### src/hw/rtl/wsfr_pkg.sv
package wsfr_pkg;

	// parser phase within one frame
	typedef enum logic [2:0] {
		PH_HDR0  = 3'd0,
		PH_HDR1  = 3'd1,
		PH_EXT16 = 3'd2,
		PH_EXT64 = 3'd3,
		PH_MASK  = 3'd4,
		PH_DATA  = 3'd5
	} phase_t;

	localparam logic [6:0] LEN_EXT16 = 7'd126;
	localparam logic [6:0] LEN_EXT64 = 7'd127;

	localparam logic [2:0] EXT16_BYTES = 3'd2;
	localparam logic [2:0] EXT64_WRAP  = 3'd0;
	localparam logic [2:0] MASK_BYTES  = 3'd4;

	localparam logic KIND_HEADER  = 1'b0;
	localparam logic KIND_PAYLOAD = 1'b1;

endpackage

### src/hw/rtl/websocket_frame_receiver_core.sv
// websocket frame receiver: parses a byte stream into header and payload results
// an accepted byte waits in the input register; any result it gives is registered
// throughput: 1 byte per cycle unless the result side stalls, set by the single
// state update between the input register and the result register
// reset: arst_n clears the parse state to waiting for the first header byte
module websocket_frame_receiver_core (
	input  logic        clk,
	input  logic        arst_n,
	input  logic        in_valid,
	output logic        in_ready,
	input  logic [7:0]  rx_byte,
	output logic        out_valid,
	input  logic        out_ready,
	output logic        kind,
	output logic        fin,
	output logic [3:0]  opcode,
	output logic        masked,
	output logic [63:0] payload_length,
	output logic [7:0]  data_byte,
	output logic        last
);
	import wsfr_pkg::*;

	// input register
	logic       v_s1;
	logic [7:0] b_s1;

	// parse state
	phase_t      phase_q, phase_d;
	logic        fin_q, fin_d;
	logic [3:0]  op_q, op_d;
	logic        mask_q, mask_d;
	logic [63:0] fl_q, fl_d;
	logic [2:0]  cnt_q, cnt_d;
	logic [31:0] key_q, key_d;
	logic [63:0] rem_q, rem_d;
	logic [1:0]  ki_q, ki_d;

	// result register
	logic        out_v_q;
	logic        kind_q, fin_oq, mask_oq, last_q;
	logic [3:0]  op_oq;
	logic [63:0] len_q;
	logic [7:0]  data_q;

	logic        adv;
	logic        hdr_done;
	logic        len_done;
	logic        data_end;
	logic        res_v;
	logic        res_last;
	logic [7:0]  res_data;
	logic [7:0]  kb;

	assign adv      = v_s1 && (!out_v_q || out_ready);
	assign in_ready = !v_s1 || adv;

	// accept a byte into the input stage
	always_ff @(posedge clk or negedge arst_n) begin
		if (!arst_n) begin
			v_s1 <= 1'b0;
		end else if (in_ready) begin
			v_s1 <= in_valid;
		end
	end

	always_ff @(posedge clk) begin
		if (in_ready && in_valid) begin
			b_s1 <= rx_byte;
		end
	end

	// mask key byte for the current payload index
	always_comb begin
		case (ki_q)
			2'd0:    kb = key_q[31:24];
			2'd1:    kb = key_q[23:16];
			2'd2:    kb = key_q[15:8];
			default: kb = key_q[7:0];
		endcase
	end

	// field updates and result for the byte in the input stage
	always_comb begin
		fin_d    = fin_q;
		op_d     = op_q;
		mask_d   = mask_q;
		fl_d     = fl_q;
		cnt_d    = cnt_q;
		key_d    = key_q;
		rem_d    = rem_q;
		ki_d     = ki_q;
		len_done = 1'b0;
		hdr_done = 1'b0;
		data_end = 1'b0;
		res_v    = 1'b0;
		res_last = 1'b0;
		res_data = 8'd0;
		case (phase_q)
			PH_HDR1: begin
				mask_d = b_s1[7];
				cnt_d  = 3'd0;
				if (b_s1[6:0] == LEN_EXT16 || b_s1[6:0] == LEN_EXT64) begin
					fl_d = 64'd0;
				end else begin
					fl_d     = {57'd0, b_s1[6:0]};
					len_done = 1'b1;
				end
			end
			PH_EXT16: begin
				fl_d     = {fl_q[55:0], b_s1};
				cnt_d    = cnt_q + 3'd1;
				len_done = (cnt_d == EXT16_BYTES);
			end
			PH_EXT64: begin
				fl_d     = {fl_q[55:0], b_s1};
				cnt_d    = cnt_q + 3'd1;
				len_done = (cnt_d == EXT64_WRAP);
			end
			PH_MASK: begin
				key_d    = {key_q[23:0], b_s1};
				cnt_d    = cnt_q + 3'd1;
				hdr_done = (cnt_d == MASK_BYTES);
			end
			PH_DATA: begin
				res_v    = 1'b1;
				res_data = b_s1 ^ kb;
				res_last = (rem_q == 64'd1);
				ki_d     = ki_q + 2'd1;
				rem_d    = rem_q - 64'd1;
				data_end = (rem_d == 64'd0);
			end
			default: begin
				fin_d  = b_s1[7];
				op_d   = b_s1[3:0];
				mask_d = 1'b0;
				key_d  = 32'd0;
				fl_d   = 64'd0;
				cnt_d  = 3'd0;
				ki_d   = 2'd0;
				rem_d  = 64'd0;
			end
		endcase
		// length known: go on to the mask key or close the header
		if (len_done) begin
			cnt_d = 3'd0;
			if (!mask_d) begin
				hdr_done = 1'b1;
			end
		end
		if (hdr_done) begin
			res_v    = 1'b1;
			res_last = (fl_d == 64'd0);
			rem_d    = fl_d;
			ki_d     = 2'd0;
		end
	end

	// next phase
	always_comb begin
		phase_d = phase_q;
		case (phase_q)
			PH_HDR1: begin
				if (b_s1[6:0] == LEN_EXT16) begin
					phase_d = PH_EXT16;
				end else if (b_s1[6:0] == LEN_EXT64) begin
					phase_d = PH_EXT64;
				end
			end
			PH_DATA: begin
				if (data_end) begin
					phase_d = PH_HDR0;
				end
			end
			PH_EXT16, PH_EXT64, PH_MASK: begin
			end
			default: begin
				phase_d = PH_HDR1;
			end
		endcase
		if (len_done && mask_d) begin
			phase_d = PH_MASK;
		end
		if (hdr_done) begin
			phase_d = (fl_d == 64'd0) ? PH_HDR0 : PH_DATA;
		end
	end

	// parse state registers
	always_ff @(posedge clk or negedge arst_n) begin
		if (!arst_n) begin
			phase_q <= PH_HDR0;
			fin_q   <= 1'b0;
			op_q    <= 4'd0;
			mask_q  <= 1'b0;
			fl_q    <= 64'd0;
			cnt_q   <= 3'd0;
			key_q   <= 32'd0;
			rem_q   <= 64'd0;
			ki_q    <= 2'd0;
		end else if (adv) begin
			phase_q <= phase_d;
			fin_q   <= fin_d;
			op_q    <= op_d;
			mask_q  <= mask_d;
			fl_q    <= fl_d;
			cnt_q   <= cnt_d;
			key_q   <= key_d;
			rem_q   <= rem_d;
			ki_q    <= ki_d;
		end
	end

	// result register
	always_ff @(posedge clk or negedge arst_n) begin
		if (!arst_n) begin
			out_v_q <= 1'b0;
		end else if (adv) begin
			out_v_q <= res_v;
		end else if (out_ready) begin
			out_v_q <= 1'b0;
		end
	end

	always_ff @(posedge clk) begin
		if (adv && res_v) begin
			kind_q  <= (phase_q == PH_DATA) ? KIND_PAYLOAD : KIND_HEADER;
			fin_oq  <= fin_d;
			op_oq   <= op_d;
			mask_oq <= mask_d;
			len_q   <= fl_d;
			data_q  <= res_data;
			last_q  <= res_last;
		end
	end

	assign out_valid      = out_v_q;
	assign kind           = kind_q;
	assign fin            = fin_oq;
	assign opcode         = op_oq;
	assign masked         = mask_oq;
	assign payload_length = len_q;
	assign data_byte      = data_q;
	assign last           = last_q;

endmodule

### config.mk
export PLATFORM = sky130hd
export DESIGN_NAME = websocket_frame_receiver_core
export DESIGN_NICKNAME = d
export VERILOG_FILES = /design/src/hw/rtl/wsfr_pkg.sv /design/src/hw/rtl/websocket_frame_receiver_core.sv
export SDC_FILE = /design/constraint.sdc
export NUM_CORES = 1
export LEC_CHECK = 0
export ABC_AREA = 0
export BUFFER_PORTS_ARGS = -buffer_cell sky130_fd_sc_hd__clkbuf_2
export CORE_ASPECT_RATIO = 0.8
export CORE_UTILIZATION = 50
export DETAILED_ROUTE_END_ITERATION = 8
export GPL_TIMING_DRIVEN = 0
export PLACE_DENSITY = 0.68
export SLEW_MARGIN = 20
export SYNTH_ARGS = -nofsm -noshare
export SYNTH_HDL_FRONTEND = slang
export SYNTH_SLANG_ARGS = --single-unit
### constraint.sdc
create_clock -name clk -period 10.9 [get_ports clk]
set_input_delay 0.545 -clock clk [delete_from_list [all_inputs] [get_ports clk]]
set_output_delay 0.545 -clock clk [all_outputs]
set_load 0.02 [all_outputs]
# Word-level counts from Yosys, hierarchy flattened
# Cells that the tools add are included.
# op_classes
bitwise	2
n_reduce_logical	25
n_mux	32
add_sub_neg	3
n_eq_ne	17
# ops
op	count
64-bit case mux with 3 select lines	1
64-bit logical NOT	2
64-bit case mux with 2 select lines	1
64-bit by 1-bit == test with 1-bit output (second input constant)	1
64-bit 2-to-1 mux	1
32-bit case mux with 2 select lines	1
64-bit by 1-bit subtractor with 64-bit output (second input constant)	1
8-bit case mux with 3 select lines	1
3-bit 2-to-1 mux	7
7-bit == test (second input constant)	2
1-bit 2-to-1 mux	12
4-bit OR reduction	3
3-bit by 2-bit == test with 1-bit output (second input constant)	3
3-bit == test (second input constant)	3
3-bit case mux with 3 select lines	1
8-bit bitwise XOR	1
7-bit 2-to-1 mux	1
3-bit case mux with 2 select lines	1
2-bit AND reduction	3
5-bit inequality test (second input constant)	1
5-bit OR reduction	1
1-bit logical AND	4
4-bit 2-to-1 mux	1
4-bit inequality test (second input constant)	1
other kinds (21)	25
# word_totals
inputBits	12
reg_bits	264
elab_cells	98

# Longest topological paths before layout
# Gate-level depths: netlist (run 1).
# depth
depth_word	7
depth_mapped	13

# Worst setup path after synthesis (run 1)
# OpenSTA, ideal clock, no wires.
# synth_path
path_type	register to register
from	reg cnt_q[0]
to	reg data_q[0] (netlist: data_byte[0]) (enable)
required_ns	10.459
arrival_time_ns	3.640
path_stages_with_launch	8
setup_time_ns	0.441
path_slack_ns	6.820
cell_sequence	dfrtp_1 -> ha_1 -> xnor2_1 -> nor4bb_1 -> nor2_1 -> or3_1 -> clkbuf_1 -> nand2_1
# synth_between
elab_chain_cells	7
word_cells_on_any_way	10
cone_classes	add/sub (1); eq/ne (2); mux (5); reduce/logical (2)
# synth_lines
element	line_no	source
start, declared	websocket_frame_receiver_core.sv:34	logic [2:0] cnt_q, cnt_d;
start signal, assigned	websocket_frame_receiver_core.sv:207	cnt_q <= cnt_d;
3-bit by 1-bit adder with 3-bit output *	websocket_frame_receiver_core.sv:112, websocket_frame_receiver_core.sv:117, websocket_frame_receiver_core.sv:122	
3-bit == test	websocket_frame_receiver_core.sv:123	hdr_done = (cnt_d == MASK_BYTES);
1-bit 2-to-1 mux	websocket_frame_receiver_core.sv:99	case (phase_q)
1-bit 2-to-1 mux	websocket_frame_receiver_core.sv:147	if (!mask_d) begin
1-bit 2-to-1 mux *	websocket_frame_receiver_core.sv:145	if (len_done) begin
1-bit 2-to-1 mux *	websocket_frame_receiver_core.sv:151	if (hdr_done) begin
1-bit logical AND *	websocket_frame_receiver_core.sv:226	if (adv && res_v) begin
end signal, assigned	websocket_frame_receiver_core.sv:232	data_q <= res_data;
end, declared	websocket_frame_receiver_core.sv:44	logic [7:0] data_q;
# Mark *: on every way between the ends. The rest lies on a longest branch, timed or not.
# A chain may end at the register's enable or synchronous reset.

# Final worst setup path (run 1)
# layout_path
from	reg rem_q[1]
to	reg phase_q[0]
# layout_between
elab_chain_cells	5
# layout_lines
element	line_no	source
start, declared	websocket_frame_receiver_core.sv:36	logic [63:0] rem_q, rem_d;
start signal, assigned	websocket_frame_receiver_core.sv:209	rem_q <= rem_d;
64-bit by 1-bit subtractor with 64-bit output	websocket_frame_receiver_core.sv:130	rem_d = rem_q - 64'd1;
64-bit logical NOT	websocket_frame_receiver_core.sv:131	data_end = (rem_d == 64'd0);
1-bit 2-to-1 mux	websocket_frame_receiver_core.sv:99	
4-bit inequality test (no line)	n/a	
4-bit AND reduction (no line)	n/a	
end signal, assigned	websocket_frame_receiver_core.sv:202	phase_q <= phase_d;
end, declared	websocket_frame_receiver_core.sv:29	phase_t phase_q, phase_d;
# No other way between the ends.

==> results of run 1 <==
synthesized netlist by cell type (23+ instances only):
cell type and number:
nand2_1 205, o21ai_0 179, dfrtp_1 176, edfxtp_1 88, clkbuf_1 87, inv_1 78, nor2_1 66, a22oi_1 61
nor3_1 39, a22o_1 38, nor4_1 38, nand4_1 35, a21oi_1 28, xnor2_1 25, or4_1 23
registers in the layout (all words and copies together) (netlist names), 2 cells and up:
| signal | cells |
|---|---|
| b_s1 | 8 |
| cnt_q | 3 |
| data_byte | 8 |
| fl_q | 64 |
| key_q | 32 |
| ki_q | 2 |
| op_q | 4 |
| opcode | 4 |
| payload_length | 64 |
| phase_q | 3 |
| rem_q | 64 |
placed cells by master (no fill, tap or decap), types with 7 or more instances in the layout:
cell / Yosys / final
nand2_1: 205 / 204
o21ai_0: 179 / 179
dfrtp_1: 176 / 176
clkbuf_2: 0 / 92
clkbuf_1: 87 / 90
edfxtp_1: 88 / 88
inv_1: 78 / 78
nor2_1: 66 / 66
a22oi_1: 61 / 61
nor3_1: 39 / 39
a22o_1: 38 / 38
nor4_1: 38 / 38
nand4_1: 35 / 35
clkbuf_16: 0 / 29
a21oi_1: 28 / 28
xnor2_1: 25 / 25
or4_1: 23 / 23
or3_1: 22 / 22
o22ai_1: 19 / 19
o32ai_1: 15 / 15
buf_1: 14 / 14
nand3_1: 12 / 12
o221ai_1: 10 / 10
or2_2: 9 / 9
nand2b_1: 9 / 9
xor2_1: 9 / 9
ha_1: 9 / 9
nand3b_1: 8 / 8
a222oi_1: 8 / 8
clkinv_1: 0 / 8
mux2_2: 7 / 7
repair_timing:
| action | in CTS | in global routing |
|---|---|---|
| endpoints found under the hold margin | 26 | 0 |
| buffers inserted | 0 | 0 |
| hold buffers | 1 | 0 |
worst paths after layout:
| check | to | slack (ns) | from |
|---|---|---|---|
| max in group asynchronous | fl_q[39]$_DFFE_PN0P_ | 9.42 | arst_n |
| min in group asynchronous | key_q[27]$_DFFE_PN0P_ | 0.41 | arst_n |
| worst max-delay path | phase_q[0]$_DFFE_PN0P_ | 6.05 | rem_q[1]$_DFFE_PN0P_ |
| worst max register to register | phase_q[0]$_DFFE_PN0P_ | 6.05 | rem_q[1]$_DFFE_PN0P_ |
| worst min-delay path | b_s1[3]$_DFFE_PP_ | 0.12 | rx_byte[3] |
| worst min register to register | op_q[3]$_DFFE_PN0P_ | 0.47 | op_q[3]$_DFFE_PN0P_ |
layer usage:
layer  up-vias  share of wire
met5         -         0.0014
met4         4          0.039
met3       144           0.13
met2       939           0.40
met1      6080           0.43
li1       5445              -
cells by family after synthesis:
logic type,after synthesis
AO/OA/AOI/OAI,405
adder cells (fa/ha/maj),9
AND/OR/NAND/NOR,504
buffers and inverters,181
flip-flops,264
multiplexers,8
XOR/XNOR,34
power groups by stage:
stage	Sequential [mW]	Clock, mW	Combinational, mW
detailed placement	1.55	0	3.09
CTS	1.53	0.967	3.10
global placement	1.56	0	3.08
finish	1.54	0.959	3.24
floorplan	1.64	0	1.90
global route	1.57	1.00	3.41
area by class of cell:
cell class | count | area [um2] | area share
Timing Repair Buffer | 97 | 567 | 0.0368
Sequential cell | 264 | 7050 | 0.458
Clock inverter | 17 | 154 | 0.0100
Clock buffer | 34 | 764 | 0.0497
Multi-Input combinational cell | 960 | 5730 | 0.372
Buffer | 103 | 395 | 0.0257
Inverter | 78 | 293 | 0.0190
Antenna cell | 1 | 2.50 | 0.000163
Tap cell | 357 | 447 | 0.0290
through the flow:
stage / power (mW) / setup slack, ns
2_1_floorplan: 3.55 / 6.82
6_report: 5.74 / 6.05
3_5_place_dp: 4.63 / 6.23
4_1_cts: 5.60 / 6.22
5_1_grt: 5.99 / 5.94
3_3_place_gp: 4.65 / 5.53
worst reg2reg max path: cells and delay by family (launching register included):
family | cells | cell delay [ns]
AND/OR/NAND/NOR | 6 | 3.38
flip-flops | 1 | 0.45
adder cells (fa/ha/maj) | 1 | 0.35
AO/OA/AOI/OAI | 1 | 0.19
XOR/XNOR | 1 | 0.17
buffers and inverters | 1 | 0.15
==> results.sh, run 1 <==
export IMPL_outcome="finished clean"
export IMPL_finalSetupViolations=0
export IMPL_cts_repair_resized=0
export IMPL_grt_pass1_vias=11364
export IMPL_ioPinCount=94
export IMPL_routed_wire_length_per_instance_um=26.1
export IMPL_syn2layout_area_growth_pct=14.5
export IMPL_crit_path_start_kind="flop"
export IMPL_yosys_area_share_simple=0.192
export IMPL_clkSlewWorstSetupHoldPaths_ns=0.06
export IMPL_post_synth_xor_area_fraction=0.0221
export IMPL_synth_mux_area_frac=0.00660
export IMPL_clk_root_buffer_cell="clkbuf_16"
export IMPL_final_hold_worst_slack_ns=0.124
export IMPL_tritoncts_num_buffers=28
export IMPL_grt_setup_unrepaired="false"
export IMPL_layout_cell_area_excl_fill_mm2=0.0154
export IMPL_netlist_area_leader_share=0.327
export IMPL_floorplan_die_height_um=149
export IMPL_vias=12612
export IMPL_sequential_area_share_after_synthesis=0.524
export IMPL_synth_cells=1405
export IMPL_path_cells="inv_1 > ha_1 > or3b_2 > or4_1 > nor4_2 > xor2_1 > or3_1 > or4_1 > nor4_1 > a221oi_1"
export IMPL_die_w_um=185
export IMPL_post_synth_num_cell_types=65
export IMPL_maximum_number_of_pins_on_one_net_before_global_route_repair=83
export IMPL_worstPathRequired_ns=11.31
export IMPL_dp_final_hpwl_mm=36.0
export IMPL_grt_antenna_before_repair=2
export IMPL_grt_most_used_layer="met1"
export IMPL_worst_path_max_fanout=9
export IMPL_criticalPathCategory="reg2reg"
export IMPL_max_slew_margin_rel=0.176
export IMPL_worst_ir_drop_vdd_mv=0.220
export IMPL_power_switching_mw=2.94
export IMPL_groute_layer_met3_usage=0.104
export IMPL_layout_min_cycle_time_ns=4.85
export IMPL_num_fill_cells=2386
export IMPL_element_type_at_the_critical_path_end="flop"
export IMPL_drt_pass1_iterations=8
export IMPL_tritoncts="built"
export IMPL_floorplan_core_area_mm2=0.0263
export IMPL_crit_path_max_incr_delay_ns=0.85
export IMPL_worstSetupPathDepth=10
export IMPL_design_die_area_mm2=0.0276
export IMPL_final_util=0.585
export IMPL_drv_max_cap_violation_count=0
export IMPL_final_max_slew_viol_count=0
export IMPL_initial_core_utilization=0.511
export IMPL_final_cell_count_no_fill=1911
export IMPL_power_switching_share=0.512
export IMPL_p_comb_frac=0.564
export IMPL_nNetsFinal=1553
export IMPL_final_antenna_net_count=0
export IMPL_place_detailed_instances=1858
export IMPL_setup_tns_final_ns=0
export IMPL_min_path_cells=1
export IMPL_synth_area_per_cell_um2=9.57
export IMPL_drt_iter0_drc=1842
export IMPL_cts_sinks=264
export IMPL_placement_cell_area_mm2=0.0145
export IMPL_achievable_frequency_mhz=206
export IMPL_postSynthRegisterBits=264
export IMPL_cellPowerDensity_mw_per_mm2=373
export IMPL_postRouteWirelength_mm=49.8
export IMPL_crit_top_cell="or4_1"
export IMPL_reported_leakage_power_nw=6.68
export IMPL_synth_area_leaders="dfrtp_1 33%, edfxtp_1 20%, o21ai_0 6.7%"
export IMPL_gp_congestion=0.974
export IMPL_largest_family_of_logic_cells_by_synthesized_area="compound AO/OA/AOI/OAI gates"
export IMPL_synth_compound_gate_area_share=0.195
export IMPL_drive_gt1_frac=0.109
export IMPL_final_hold_violation_count=0
export IMPL_grt_util_all_layers=0.363
export IMPL_hold_path_class="in2reg"
export IMPL_globalRouteOverflowTotal=0
export IMPL_wire_length_of_the_first_global_routing_pass_mm=72.9
export IMPL_post_synth_fa_ha_maj_area_fraction=0.00837
export IMPL_cp_top_family="simple AND/OR/NAND/NOR gates"
export IMPL_met1_usage=0.547
export IMPL_postSynth_asyncResetShare=0.667
export IMPL_timing_final_crit_share=0.445
export IMPL_synthDominantAreaCellType="dfrtp_1"
export IMPL_sequentialPowerShare=0.269
export IMPL_cell_internal_pwr_mw=2.80
export IMPL_yosys_warnings=0
export IMPL_cts_htree_levels=1
export IMPL_numPortBuffers=93
export IMPL_cts_root_to_sink_buffers=3
export IMPL_drc_errors=0
export IMPL_syn_num_nets=1426
export IMPL_clock_power_share=0.167
export IMPL_viasPerCell=6.60
export IMPL_floorplan_rows=53
export IMPL_synth_edf_count=88
export IMPL_critPathBufInv=1
export IMPL_slowest_stage="nor4_1"
export IMPL_synth_main_ff_cell="dfrtp_1"
export IMPL_worst_slew_pin_slew_ns=1.24
export IMPL_netlist_area_mm2=0.0135
export IMPL_fin_skew_ns=0.0293
export IMPL_worst_skew_pair_late_latency_ns=0.60
export IMPL_critical_path_arrival_ns=5.26
export IMPL_grt_met2_usage=0.485
export IMPL_timing_reg2reg_worst_path_depth=10
Power figures use the tool's default switching activity.
==> inputs of run 2 (changes only) <==
--- a/config.mk
+++ b/config.mk
@@ -5,7 +5,7 @@
 export SDC_FILE = /design/constraint.sdc
 export NUM_CORES = 1
 export LEC_CHECK = 0
-export ABC_AREA = 0
+export ABC_AREA = 1
 export BUFFER_PORTS_ARGS = -buffer_cell sky130_fd_sc_hd__clkbuf_2
 export CORE_ASPECT_RATIO = 0.8
 export CORE_UTILIZATION = 50
==> constraint.sdc (replaced) <==
create_clock -name clk -period 5 [get_ports clk]
set_input_delay 0.25 -clock clk [delete_from_list [all_inputs] [get_ports clk]]
set_output_delay 0.25 -clock clk [all_outputs]
set_load 0.02 [all_outputs]
==> results.sh, run 2 <==
export IMPL_reported_leakage_power_nw=6.91
export IMPL_drc_errors=0
export IMPL_yosys_warnings=0
export IMPL_drv_max_cap_violation_count=0
export IMPL_drt_pass1_iterations=6
export IMPL_power_switching_mw=4.24
export IMPL_netlist_area_leader_share=0.320
export IMPL_synthDominantAreaCellType="dfrtp_1"
export IMPL_detail_route_wirelength_met1_mm=20.7
export IMPL_element_type_at_the_critical_path_end="flop"
export IMPL_nNetsFinal=1916
export IMPL_worstSetupPathDepth=13
export IMPL_setup_ws_post_layout_ns=1.18
export IMPL_clock_power_share=0.229
export IMPL_wl_met2_mm=18.8
export IMPL_design_die_area_mm2=0.0282
export IMPL_timing_reg2reg_worst_path_depth=13
export IMPL_cts_root_to_sink_buffers=3
export IMPL_viasPerCell=5.81
export IMPL_worst_path_max_fanout=56
export IMPL_maximum_number_of_pins_on_one_net_before_global_route_repair=88
export IMPL_worst_skew_pair_late_latency_ns=0.56
export IMPL_num_antenna_cells=0
export IMPL_timing_final_crit_share=0.763
export IMPL_outcome="finished clean"
export IMPL_area_sequential_mm2=0.00705
export IMPL_hold_path_class="in2async"
export IMPL_initial_core_utilization=0.517
export IMPL_synth_main_ff_cell="dfrtp_1"
export IMPL_synth_top_cells_by_count="474 x nand2_1, 208 x nor2_1, 207 x inv_1"
export IMPL_postSynthRegisterBits=264
export IMPL_syn_num_nets=1778
export IMPL_max_slew_margin_rel=0.424
export IMPL_cp_top_family="buffers and inverters"
export IMPL_layout_cells_most_common_list="474 x nand2_1, 208 x nor2_1, 206 x inv_1, 176 x dfrtp_1, 150 x o21ai_0"
export IMPL_yosys_area_share_simple=0.249
export IMPL_p_comb_frac=0.435
export IMPL_gp_congestion=1.01
export IMPL_cellPowerDensity_mw_per_mm2=581
export IMPL_drt_iter0_drc=1770
export IMPL_critPathBufInv=7
export IMPL_wire_length_of_the_first_global_routing_pass_mm=72.0
export IMPL_numPortBuffers=93
export IMPL_ff2ff_setup_slack_ns=1.18
export IMPL_cts_repair_timing_setup_buffer_count=0
export IMPL_ioPinCount=94
export IMPL_layout_commonest_cell="nand2_1"
export IMPL_crit_path_start_kind="flop"
export IMPL_floorplan_core_area_mm2=0.0267
export IMPL_finalSetupViolations=0
export IMPL_sequentialPowerShare=0.336
export IMPL_layout_min_cycle_time_ns=3.82
export IMPL_sequential_area_share_after_synthesis=0.512
export IMPL_clk_root_buffer_cell="clkbuf_16"
export IMPL_clkSlewWorstSetupHoldPaths_ns=0.07
export IMPL_synth_cells=1757
export IMPL_worst_slew_pin_slew_ns=0.864
export IMPL_routed_wire_length_per_instance_um=20.9
export IMPL_cts_htree_levels=1
export IMPL_largest_family_of_logic_cells_by_synthesized_area="simple AND/OR/NAND/NOR gates"
export IMPL_placement_cell_area_mm2=0.0148
export IMPL_layout_cell_area_excl_fill_mm2=0.0158
export IMPL_syn2layout_area_growth_pct=14.9
export IMPL_grt_pass1_vias=12163
export IMPL_crit_reg2reg_launch="phase_q[1]$_DFFE_PN0P_"
export IMPL_achievable_frequency_mhz=262
export IMPL_grt_util_all_layers=0.342
export IMPL_crit_top_cell="inv_2"
export IMPL_die_w_um=188
export IMPL_grt_antenna_before_repair=0
export IMPL_r2r_end="payload_length[28]$_DFFE_PP_"
export IMPL_route_met3_wl_mm=6.37
export IMPL_fin_skew_ns=0.0182
export IMPL_dp_final_hpwl_mm=36.0
export IMPL_floorplan_rows=53
export IMPL_power_switching_share=0.461
export IMPL_cts_sinks=264
export IMPL_netlist_area_mm2=0.0138
export IMPL_post_synth_num_cell_types=38
export IMPL_slowest_stage="clkbuf_1"
export IMPL_tritoncts="built"
export IMPL_post_synth_xor_area_fraction=0.00827
export IMPL_tritoncts_num_buffers=28
export IMPL_path_cells="inv_2 > nand2_1 > nor2_4 > inv_2 > o21ai_1 > nor2_1 > inv_2 > nand2_2 > inv_2 > clkbuf_1 > o21ai_1 > inv_4 > buf_16"
export IMPL_worst_setup_path_endpoint="payload_length[28]$_DFFE_PP_"
export IMPL_final_hold_violation_count=0
export IMPL_postSynth_asyncResetShare=0.667
export IMPL_power_total_mw=9.20
export IMPL_synth_mux_area_frac=0.000818
export IMPL_critical_path_arrival_ns=4.04
export IMPL_post_synth_top_count_cell="nand2_1"
export IMPL_grt_setup_unrepaired="false"
export IMPL_pre_cts_slack_ns=1.34
export IMPL_vias=13214
export IMPL_synth_area_per_cell_um2=7.84
export IMPL_postRouteWirelength_mm=47.6
export IMPL_cts_repair_resized=0
export IMPL_multi_input_area_mm2=0.00560
export IMPL_floorplan_die_height_um=150
export IMPL_drive_gt1_frac=0.106
export IMPL_worst_ir_drop_vdd_mv=0.352
export IMPL_setup_worst_path_start="phase_q[1]$_DFFE_PN0P_"
export IMPL_post_synth_fa_ha_maj_area_fraction=0.00818
export IMPL_synth_area_leaders="dfrtp_1 32%, edfxtp_1 19%, nand2_1 13%"
export IMPL_num_fill_cells=2490
export IMPL_cell_internal_pwr_mw=4.96
export IMPL_final_max_slew_viol_count=0
export IMPL_synth_edf_count=88
export IMPL_final_antenna_net_count=0
export IMPL_criticalPathCategory="reg2reg"
export IMPL_globalRouteOverflowTotal=0
export IMPL_worstPathRequired_ns=5.22
export IMPL_crit_path_max_incr_delay_ns=0.55
export IMPL_synth_compound_gate_area_share=0.140
export IMPL_topRoutingLayerUsed="met4"
-- run 2: cell count changes after synthesis, sizes merged, moves of 38 or more --
cell,before,now
nand2,205,478
inv,78,220
a22oi,61,19
nor4,45,1
clkbuf,87,41
a22o,38,0
o22ai,19,84
nand3,12,95
nor2,66,222
-- run 2: layer usage --
layer | global-route usage | vias to the layer above
met5 | 0 | -
met4 | 0.105 | 0
met2 | 0.479 | 835
li1 | - | 6049
met3 | 0.0993 | 116
met1 | 0.509 | 6214
-- run 2: kinds of logic after synthesis --
family          count (synthesis)
buf+inv                       289
flops                         264
compound gates                347
xor+xnor                       13
fa+ha+maj                       9
mux                             1
simple gates                  834
-- run 2: how the worst min path moves through the flow --
stage	end	slack (ns)	depth (start not counted)
2_1_floorplan	cnt_q[0]$_DFFE_PN0P_	-0.05	0
3_3_place_gp	b_s1[7]$_DFFE_PP_	0.43	1
3_5_place_dp	fl_q[60]$_DFFE_PN0P_	0.08	1
4_1_cts	fl_q[53]$_DFFE_PN0P_	0.08	2
5_1_grt	fl_q[60]$_DFFE_PN0P_	0.08	2
6_report	fl_q[53]$_DFFE_PN0P_	0.08	2
-- run 2: repair_timing --
item / in CTS / in global routing
hold buffers: 12 / 0
endpoints found under the setup margin: 0 / 0
endpoints found under the hold margin: 103 / 0
-- run 2: final cells by class --
cell class	count	share of cell area
flip-flops and latches	264	0.445
multi-input cells	1204	0.354
inverters	222	0.0528
clock buffers	33	0.0481
repair buffers	108	0.0428
well taps	357	0.0282
plain buffers	67	0.0186
clock inverters	19	0.0108
-- run 2: power groups by stage --
stage	Sequential, mW	Combinational, mW	Clock, mW
floorplan	3.27	2.32	0
global placement	3.13	3.77	0
detailed placement	3.12	3.84	0
CTS	3.08	3.87	2.12
global route	3.13	4.32	2.21
finish	3.09	4.00	2.11
-- run 2: through the flow --
step	util	std cells	hold WS [ns]	TNS, ns
after global routing	0.594	2274	0.0824	0
final	0.594	2274	0.0772	0
after CTS	0.594	2274	0.0763	0
after detailed placement	0.554	2210	0.0836	0
after floorplan	-	1757	-0.0456	0
after global placement	0.551	2207	0.428	-20.91
